**config.mk**
```make
export PLATFORM = sky130hd
export DESIGN_NAME = radix_digit_converter
export DESIGN_NICKNAME = d
export VERILOG_FILES = /design/src/rdc_pkg.sv /design/src/rdc_ctrl.sv /design/src/rdc_datapath.sv /design/src/radix_digit_converter.sv
export SDC_FILE = /design/constraint.sdc
export NUM_CORES = 1
export LEC_CHECK = 0
export BUFFER_PORTS_ARGS = -buffer_cell sky130_fd_sc_hd__buf_2
export CELL_PAD_IN_SITES_DETAIL_PLACEMENT = 0
export CELL_PAD_IN_SITES_GLOBAL_PLACEMENT = 1
export CORE_UTILIZATION = 52
export DETAILED_ROUTE_END_ITERATION = 12
export HOLD_SLACK_MARGIN = 0.02
export PLACE_DENSITY = 0.94
export SLEW_MARGIN = 10
export SYNTH_ARGS = -nofsm -noshare
export SYNTH_HDL_FRONTEND = slang
export SYNTH_SLANG_ARGS = --single-unit
export TNS_END_PERCENT = 1
```
**constraint.sdc**
```tcl
create_clock -name clk -period 12.9 [get_ports clk]
set_input_delay 2.58 -clock clk [delete_from_list [all_inputs] [get_ports clk]]
set_output_delay 2.58 -clock clk [all_outputs]
set_load 0.03 [all_outputs]
```
**src/rdc_pkg.sv**
```systemverilog
// rdc_pkg: shared constants and controller/datapath interface types
// for the radix digit converter. No dependencies.
`default_nettype none

package rdc_pkg;

	// binary word that carries a packed decimal number
	localparam int WORD_W  = 60;
	// stream bus width, word padded to whole bytes
	localparam int TDATA_W = 64;
	// one decimal digit
	localparam int DIG_W   = 4;
	// decimal digits needed for any 60-bit value
	localparam int NUM_DEC = 19;
	// default count of result digits
	localparam int DIGITS_DEF = 18;
	// step counter, large enough for one pass over the word bits
	localparam int CNT_W   = $clog2(WORD_W);

	// base register width and limits
	localparam int BASE_W = 4;
	localparam logic [BASE_W-1:0] BASE_MIN  = 4'd2;
	localparam logic [BASE_W-1:0] BASE_MAX  = 4'd10;
	localparam logic [BASE_W-1:0] RADIX_TEN = 4'd10;
	localparam logic [BASE_W-1:0] FROM_RST  = 4'd10;
	localparam logic [BASE_W-1:0] TO_RST    = 4'd2;

	// configuration register indexes
	localparam int IDX_W = 1;
	localparam logic [IDX_W-1:0] REG_FROM_BASE = 1'b0;
	localparam logic [IDX_W-1:0] REG_TO_BASE   = 1'b1;

	// commands from the controller to the datapath
	typedef struct packed {
		logic load;     // take a new item, clear digits and flags
		logic dbl;      // shift one word bit into the digit register
		logic to_dst;   // doubling in the target base (else base ten)
		logic mac;      // word = word * mult + top digit, digits shift up
		logic weigh;    // multiply by the source base (else by ten)
		logic check;    // latch the digit validity check
		logic out_load; // move the result into the output register
	} dp_cmd_t;

	// status from the datapath to the controller
	typedef struct packed {
		logic bad_now;  // some decimal digit is not below the source base
	} dp_status_t;

endpackage

`default_nettype wire

```
**src/rdc_ctrl.sv**
```systemverilog
// rdc_ctrl: sequencer for the radix digit converter; steps the datapath
// through its phases and owns both stream handshakes. Uses rdc_pkg.
`default_nettype none

module rdc_ctrl (
	input  wire logic                clk,
	input  wire logic                arst_n,
	input  wire logic                s_tvalid,
	output logic                     s_tready,
	output logic                     m_tvalid,
	input  wire logic                m_tready,
	output rdc_pkg::dp_cmd_t         cmd,
	input  wire rdc_pkg::dp_status_t status
);
	import rdc_pkg::*;

	typedef enum logic [6:0] {
		ST_IDLE   = 7'b0000001,
		ST_TO_DEC = 7'b0000010,
		ST_CHECK  = 7'b0000100,
		ST_WEIGH  = 7'b0001000,
		ST_TO_DST = 7'b0010000,
		ST_PACK   = 7'b0100000,
		ST_FLUSH  = 7'b1000000
	} state_t;

	localparam logic [CNT_W-1:0] LAST_BIT = CNT_W'(WORD_W - 1);
	localparam logic [CNT_W-1:0] LAST_DIG = CNT_W'(NUM_DEC - 1);

	state_t           state_q, state_d;
	logic [CNT_W-1:0] cnt_q, cnt_d;
	logic             out_vld_q, out_vld_d;

	// next state, step count and datapath commands
	always_comb begin
		state_d = state_q;
		cnt_d   = cnt_q;
		cmd     = '0;
		case (state_q)
			ST_IDLE: begin
				if (s_tvalid) begin
					cmd.load = 1'b1;
					cnt_d    = '0;
					state_d  = ST_TO_DEC;
				end
			end
			ST_TO_DEC: begin
				cmd.dbl = 1'b1;
				cnt_d   = cnt_q + 1'b1;
				if (cnt_q == LAST_BIT) begin
					state_d = ST_CHECK;
				end
			end
			ST_CHECK: begin
				cmd.check = 1'b1;
				cnt_d     = '0;
				state_d   = status.bad_now ? ST_FLUSH : ST_WEIGH;
			end
			ST_WEIGH: begin
				cmd.mac   = 1'b1;
				cmd.weigh = 1'b1;
				cnt_d     = cnt_q + 1'b1;
				if (cnt_q == LAST_DIG) begin
					cnt_d   = '0;
					state_d = ST_TO_DST;
				end
			end
			ST_TO_DST: begin
				cmd.dbl    = 1'b1;
				cmd.to_dst = 1'b1;
				cnt_d      = cnt_q + 1'b1;
				if (cnt_q == LAST_BIT) begin
					cnt_d   = '0;
					state_d = ST_PACK;
				end
			end
			ST_PACK: begin
				cmd.mac = 1'b1;
				cnt_d   = cnt_q + 1'b1;
				if (cnt_q == LAST_DIG) begin
					state_d = ST_FLUSH;
				end
			end
			ST_FLUSH: begin
				if (!out_vld_q || m_tready) begin
					cmd.out_load = 1'b1;
					state_d      = ST_IDLE;
				end
			end
			default: begin
				state_d = ST_IDLE;
			end
		endcase
	end

	// output register occupancy
	always_comb begin
		if (cmd.out_load) begin
			out_vld_d = 1'b1;
		end else if (m_tready) begin
			out_vld_d = 1'b0;
		end else begin
			out_vld_d = out_vld_q;
		end
	end

	always_ff @(posedge clk or negedge arst_n) begin
		if (!arst_n) begin
			state_q   <= ST_IDLE;
			cnt_q     <= '0;
			out_vld_q <= 1'b0;
		end else begin
			state_q   <= state_d;
			cnt_q     <= cnt_d;
			out_vld_q <= out_vld_d;
		end
	end

	assign s_tready = (state_q == ST_IDLE);
	assign m_tvalid = out_vld_q;

`ifndef ASSERT_OFF
	// a result never overwrites one that is still waiting
	a_no_overwrite: assert property (@(posedge clk) disable iff (!arst_n)
		cmd.out_load |-> (!out_vld_q || m_tready))
		else $error("result loaded over a waiting result");

	// an accepted item starts the decimal pass from step zero
	a_accept_start: assert property (@(posedge clk) disable iff (!arst_n)
		(s_tvalid && s_tready) |=> (state_q == ST_TO_DEC && cnt_q == '0))
		else $error("accepted item did not start conversion");

	// no datapath work while the input side is open
	a_idle_quiet: assert property (@(posedge clk) disable iff (!arst_n)
		s_tready |-> !(cmd.dbl || cmd.mac || cmd.check))
		else $error("datapath busy while idle");
`endif

endmodule

`default_nettype wire

```
**src/rdc_datapath.sv**
```systemverilog
// rdc_datapath: base registers, word shift register, digit register with
// base-n doubling, multiply-add unit and output register. Uses rdc_pkg.
`default_nettype none

module rdc_datapath #(
	parameter int DIGITS = rdc_pkg::DIGITS_DEF
) (
	input  wire logic                       clk,
	input  wire logic                       arst_n,
	input  wire logic                       cfg_valid,
	output logic                            cfg_ready,
	input  wire logic [rdc_pkg::IDX_W-1:0]  cfg_index,
	input  wire logic [rdc_pkg::BASE_W-1:0] cfg_data,
	input  wire logic [rdc_pkg::WORD_W-1:0] digits_in,
	input  wire rdc_pkg::dp_cmd_t           cmd,
	output rdc_pkg::dp_status_t             status,
	output logic [rdc_pkg::WORD_W-1:0]      digits_out,
	output logic                            bad_digit,
	output logic                            too_long
);
	import rdc_pkg::*;

	function automatic logic [BASE_W-1:0] clamp_base(input logic [BASE_W-1:0] b);
		logic [BASE_W-1:0] r;
		r = b;
		if (b < BASE_MIN) begin
			r = BASE_MIN;
		end else if (b > BASE_MAX) begin
			r = BASE_MAX;
		end
		return r;
	endfunction

	logic [BASE_W-1:0]               from_base_q, to_base_q;
	logic [BASE_W-1:0]               src_base, dst_base, dbl_base, mult;
	logic [WORD_W-1:0]               word_q, mac_word;
	logic [WORD_W+DIG_W-1:0]         prod;
	logic [NUM_DEC-1:0][DIG_W-1:0]   dig_q, dbl_dig, shl_dig;
	logic [NUM_DEC-1:0]              gen, prop;
	logic [NUM_DEC:0]                dbl_sum, carry;
	logic                            bad_q, long_q;
	logic [WORD_W-1:0]               out_data_q;
	logic                            out_bad_q, out_long_q;

	assign cfg_ready = 1'b1;
	assign src_base  = clamp_base(from_base_q);
	assign dst_base  = clamp_base(to_base_q);
	assign dbl_base  = cmd.to_dst ? dst_base : RADIX_TEN;
	assign mult      = cmd.weigh ? src_base : RADIX_TEN;

	// per-digit carry generate/propagate for doubling in base dbl_base:
	// generate when 2d >= base, propagate when 2d + 1 == base (odd base)
	always_comb begin
		for (int k = 0; k < NUM_DEC; k++) begin
			gen[k]  = ({dig_q[k], 1'b0} >= {1'b0, dbl_base});
			prop[k] = ({dig_q[k], 1'b1} == {1'b0, dbl_base});
		end
	end

	// carries resolved by one adder: a = g|p, b = g, so a&b = g and a^b = p
	assign dbl_sum = {1'b0, gen | prop} + {1'b0, gen} + (NUM_DEC+1)'(word_q[WORD_W-1]);
	assign carry   = dbl_sum ^ {1'b0, gen | prop} ^ {1'b0, gen};

	// new digits after doubling; in the target-base pass, digits past the result length stay clear
	always_comb begin
		logic [DIG_W:0] tval;
		logic [DIG_W:0] diff;
		for (int k = 0; k < NUM_DEC; k++) begin
			tval = {dig_q[k], carry[k]};
			diff = tval - {1'b0, dbl_base};
			dbl_dig[k] = carry[k+1] ? diff[DIG_W-1:0] : tval[DIG_W-1:0];
			if (cmd.to_dst && (k >= DIGITS)) begin
				dbl_dig[k] = '0;
			end
		end
	end

	// multiply-add with the top digit, digits move up by one place
	assign prod     = word_q * mult;
	assign mac_word = prod[WORD_W-1:0] + WORD_W'(dig_q[NUM_DEC-1]);
	assign shl_dig  = {dig_q[NUM_DEC-2:0], DIG_W'(0)};

	// validity check of the decimal digits against the source base
	always_comb begin
		status.bad_now = 1'b0;
		for (int k = 0; k < NUM_DEC; k++) begin
			if (dig_q[k] >= src_base) begin
				status.bad_now = 1'b1;
			end
		end
	end

	// word shift register and accumulator
	always_ff @(posedge clk) begin
		if (cmd.load) begin
			word_q <= digits_in;
		end else if (cmd.dbl) begin
			word_q <= {word_q[WORD_W-2:0], 1'b0};
		end else if (cmd.mac) begin
			word_q <= mac_word;
		end
	end

	// base registers, digit register, flags and output register
	always_ff @(posedge clk or negedge arst_n) begin
		if (!arst_n) begin
			from_base_q <= FROM_RST;
			to_base_q   <= TO_RST;
			dig_q       <= '0;
			bad_q       <= 1'b0;
			long_q      <= 1'b0;
			out_data_q  <= '0;
			out_bad_q   <= 1'b0;
			out_long_q  <= 1'b0;
		end else begin
			if (cfg_valid) begin
				case (cfg_index)
					REG_FROM_BASE: from_base_q <= cfg_data;
					REG_TO_BASE:   to_base_q   <= cfg_data;
					default: ;
				endcase
			end
			if (cmd.load) begin
				dig_q  <= '0;
				bad_q  <= 1'b0;
				long_q <= 1'b0;
			end else begin
				if (cmd.dbl) begin
					dig_q <= dbl_dig;
				end else if (cmd.mac) begin
					dig_q <= shl_dig;
				end
				if (cmd.check) begin
					bad_q <= status.bad_now;
				end
				if (cmd.dbl && cmd.to_dst && carry[DIGITS]) begin
					long_q <= 1'b1;
				end
			end
			if (cmd.out_load) begin
				out_data_q <= (bad_q || long_q) ? '0 : word_q;
				out_bad_q  <= bad_q;
				out_long_q <= long_q;
			end
		end
	end

	assign digits_out = out_data_q;
	assign bad_digit  = out_bad_q;
	assign too_long   = out_long_q;

`ifndef ASSERT_OFF
	// nineteen decimal digits always hold a 60-bit word
	a_dec_no_carry: assert property (@(posedge clk) disable iff (!arst_n)
		(cmd.dbl && !cmd.to_dst) |-> !carry[NUM_DEC])
		else $error("decimal digit register overflowed");

	// overflow is only reached when the digits were valid
	a_long_not_bad: assert property (@(posedge clk) disable iff (!arst_n)
		long_q |-> !bad_q)
		else $error("overflow flagged on a bad item");

	// error results carry a zero value
	a_err_zero: assert property (@(posedge clk) disable iff (!arst_n)
		(bad_digit || too_long) |-> (digits_out == '0))
		else $error("error result with nonzero value");
`endif

endmodule

`default_nettype wire

```
**src/radix_digit_converter.sv**
```systemverilog
// Radix digit converter: one item in, one result out, one item at a time.
// Steps from input accept to result valid (a bad digit skips to the output load):
// 60 base-ten doubling steps, 1 check, 19 weighing steps, 60 target-base
// doubling steps, 19 packing steps, 1 output load; a new item is taken only
// after the output load, which waits while a previous result is still held.
// Reset (arst_n low, asynchronous) returns to idle with from_base 10, to_base 2.
`default_nettype none

module radix_digit_converter #(
	parameter int DIGITS = rdc_pkg::DIGITS_DEF
) (
	input  wire logic                        clk,
	input  wire logic                        arst_n,
	// config write channel
	input  wire logic                        cfg_valid,
	output logic                             cfg_ready,
	input  wire logic [rdc_pkg::IDX_W-1:0]   cfg_index,
	input  wire logic [rdc_pkg::BASE_W-1:0]  cfg_data,
	// input items
	input  wire logic                        s_tvalid,
	output logic                             s_tready,
	input  wire logic [rdc_pkg::TDATA_W-1:0] s_tdata,  // [59:0] digits_in, [63:60] zero
	// result items
	output logic                             m_tvalid,
	input  wire logic                        m_tready,
	output logic [rdc_pkg::TDATA_W-1:0]      m_tdata,  // [59:0] digits_out, [63:60] zero
	output logic [1:0]                       m_tuser   // [0] bad_digit, [1] too_long
);
	import rdc_pkg::*;

	dp_cmd_t           cmd;
	dp_status_t        status;
	logic [WORD_W-1:0] digits_out;
	logic              bad_digit, too_long;

	// sequencer
	rdc_ctrl u_ctrl (
		.clk      (clk),
		.arst_n   (arst_n),
		.s_tvalid (s_tvalid),
		.s_tready (s_tready),
		.m_tvalid (m_tvalid),
		.m_tready (m_tready),
		.cmd      (cmd),
		.status   (status)
	);

	// arithmetic and storage
	rdc_datapath #(
		.DIGITS (DIGITS)
	) u_datapath (
		.clk        (clk),
		.arst_n     (arst_n),
		.cfg_valid  (cfg_valid),
		.cfg_ready  (cfg_ready),
		.cfg_index  (cfg_index),
		.cfg_data   (cfg_data),
		.digits_in  (s_tdata[WORD_W-1:0]),
		.cmd        (cmd),
		.status     (status),
		.digits_out (digits_out),
		.bad_digit  (bad_digit),
		.too_long   (too_long)
	);

	// result packing onto the bus
	assign m_tdata = {(TDATA_W-WORD_W)'(0), digits_out};
	assign m_tuser = {too_long, bad_digit};

endmodule

`default_nettype wire

```
==> impl_metrics.json <==
{
  "clkLatencyLatePin_ns": 0.59,
  "dp_slack_ns": 5.51,
  "yosys.area_share.simple_pct": 18.8,
  "viasPerCell": 6.12,
  "cts_sinks": 222,
  "rows": 77,
  "fmax_mhz": 133,
  "initial_core_util_pct": 53.0,
  "rsz0062_at_grt": "false",
  "clockRootBuffer": "clkbuf_16",
  "max_slew.worst_pin.slew_ns": 1.23,
  "crit_type": "flip-flop to flip-flop",
  "numCtsBuffers": 29,
  "grt_pass1_wl_mm": 110,
  "totalWireLength_mm": 65.6,
  "yosys.area.top_type_share_pct": 16.8,
  "ys_seq_area_share_pct": 24.9,
  "synthArstFlopShare_pct": 73.0,
  "hold_buffers": 0,
  "grt.total_usage_pct": 28.7,
  "place.gp.congestion": 0.911,
  "yosysWarningCount": 0,
  "maxCapViolCount": 0,
  "die_x_microns": 215,
  "fin_crit_sh_pct": 58.2,
  "drc": 0,
  "hpwlAfterDp_mm": 45.9,
  "die_area_sq_um": 46100,
  "grt-ovfl-total": 0,
  "min_period_ns": 7.51,
  "cts.path.max_buffers": 3,
  "synth_top_family_by_area": "adder cells",
  "layout_commonest_cell": "nand2_1",
  "die_h_microns": 215,
  "postCtsSetupRepairBufs": 0,
  "netlist_instances": 2810,
  "fin_tns_setup_ns": 0,
  "synth_ff_type": "dfrtp_1",
  "final_cell_mix": "nand2_1 (448), ha_1 (279), a21oi_1 (241)",
  "synth-compound-area-share_pct": 19.1,
  "setup_viol": 0,
  "ant_nets": 0,
  "synth_cell_types": 82,
  "synthAdderAreaFrac_pct": 26.2,
  "path_clk_slew_ns": 0.06,
  "cts_tree": "built",
  "cp.arrival_ns": 7.80,
  "crit_path_end_kind": "flip-flop",
  "htree_levels": 1,
  "wl_per_cell_microns": 18.9,
  "synth_xor_xnor_area_share_pct": 3.53,
  "fin_ws_ns": 5.39,
  "syn2layout_area_growth_pct": 9.35,
  "vias": 21252,
  "fill_cells": 3978,
  "slew_headroom_pct": 17.8,
  "io_pins": 143,
  "synth.area.top_cells": "dfrtp_1 (17%), ha_1 (15%), fa_1 (11%)",
  "worst_setup_path_start_kind": "flip-flop",
  "synthMuxAreaShare_pct": 1.77,
  "first_iter_violations": 1645,
  "diodes": 0,
  "io_buffers": 133,
  "fin_cells": 3471,
  "clock_skew_ns": 0.0267,
  "antenna_found_initial": 1,
  "post_cts_resized": 0,
  "dr.pass1.iters": 5,
  "nNetsFinal": 3344,
  "ys_ff_latch": 222,
  "outcome": "finished clean",
  "yosysTopAreaCell": "dfrtp_1",
  "core_sq_um": 44400,
  "hold_path.class": "flip-flop to flip-flop",
  "crit_fanout": 59,
  "slew_viol_final": 0,
  "critPathRequiredTime_ns": 13.19,
  "grt_pass1_vias": 21637,
  "drive_gt1_share_pct": 9.00,
  "place_inst": 3418,
  "finalHoldViolCount": 0,
  "grt_max_degree": 100,
  "syn_avg_cell_area_sq_um": 8.38,
  "synth_area_sq_um": 23600,
  "synth_enable_flop_cells": 60
}
## path summary, 6_finish.rpt
| path | start | end | slack (ns) | depth (start not counted) |
|---|---|---|---|---|
| max | u_datapath.from_base_q[3] | u_datapath.word_q[52] | 5.39 | 20 |
| min | u_datapath.digits_out[18] | u_datapath.digits_out[18] | 0.47 | 2 |
| max reg2reg | u_datapath.from_base_q[3] | u_datapath.word_q[52] | 5.39 | 20 |
| min reg2reg | u_datapath.digits_out[18] | u_datapath.digits_out[18] | 0.47 | 2 |
| max in group asynchronous | arst_n | u_ctrl.m_tvalid | 9.30 | 2 |
| min in group asynchronous | arst_n | u_datapath.digits_out[13] | 2.13 | 1 |
## layout make-up
class / instances / area, sq um / area share (%)
clock buffer: 35 / 778 / 3.02
tap: 592 / 741 / 2.88
multi-input combinational: 2246 / 16400 / 63.8
timing repair buffer: 157 / 852 / 3.31
clock inverter: 18 / 334 / 1.30
sequential: 222 / 5860 / 22.8
inverter: 201 / 754 / 2.93
## metrics by stage
stage                     hold slack, ns  utilization, %  instance area (sq um)
final                              0.474            58.0                  25800
after floorplan                    0.451               -                  23600
after global routing               0.497            58.0                  25800
after detailed placement           0.467            55.5                  24600
after CTS                          0.480            58.0                  25800
after global placement             0.455            55.5                  24600
## sequential cells by signal, summed over array words and instances (netlist names)
| name | cells |
|---|---|
| u_ctrl.m_tvalid | 1 |
| u_datapath.to_base_q | 4 |
| u_datapath.digits_out | 60 |
| u_datapath.bad_digit | 1 |
| u_datapath.long_q | 1 |
| u_ctrl.cnt_q | 6 |
| u_datapath.from_base_q | 4 |
| u_datapath.word_q | 60 |
| u_datapath.bad_q | 1 |
| u_datapath.dig_q | 76 |
| u_datapath.too_long | 1 |
| u_ctrl.state_q | 7 |
## worst max-delay path, stage by stage, from the launching register on
cell and delay [ns]:
dfstp_2 0.56, nand2b_1 0.85, a21oi_2 0.16, nand2b_2 0.11
buf_4 0.59, nand2_1 0.17, fa_1 0.52, inv_1 0.06
fa_1 0.48, ha_1 0.31, ha_1 0.41, nand4_1 0.18
or3_1 0.37, a211oi_1 0.16, and3b_1 0.27, a211oi_1 0.54
a41oi_1 0.37, o21a_1 0.33, o41ai_1 0.42, xnor2_1 0.23
a21oi_1 0.10
## synth_stat cells, types with 18 or more instances
cell,n
nand2_1,451
ha_1,279
a21oi_1,242
o21ai_0,201
inv_1,198
nor2_1,171
dfrtp_1,158
fa_1,134
clkbuf_1,129
and2_1,75
a21o_1,66
edfxtp_1,60
nand3_1,57
xnor2_1,49
xor2_1,46
o22ai_1,32
nand2b_1,31
a31oi_1,30
nor2b_1,30
nand4_1,26
nor3_1,24
mux2i_1,23
and3_1,22
a211oi_1,20
a22oi_1,18
nor4_1,18
## kinds of logic (layout without fill, tap and decap cells)
group	Yosys count	after routing
compound gates	735	735
simple gates	959	959
xor+xnor	95	95
mux	39	39
other cells	2	5
fa+ha+maj	413	413
flops	222	222
buf+inv	345	411
## layer usage
| layer | up-vias | part of all wire [%] | global-route usage, % |
|---|---|---|---|
| met5 | - | 0 | 0 |
| met1 | 10359 | 43 | 38.0 |
| li1 | 9916 | - | - |
| met4 | 0 | 3.5 | 11.0 |
| met3 | 167 | 6.7 | 3.84 |
| met2 | 810 | 47 | 47.8 |
Power is left out: the tool's default activity adds up to more than one toggle a clock period on the data nets, which glitch-free logic cannot reach.
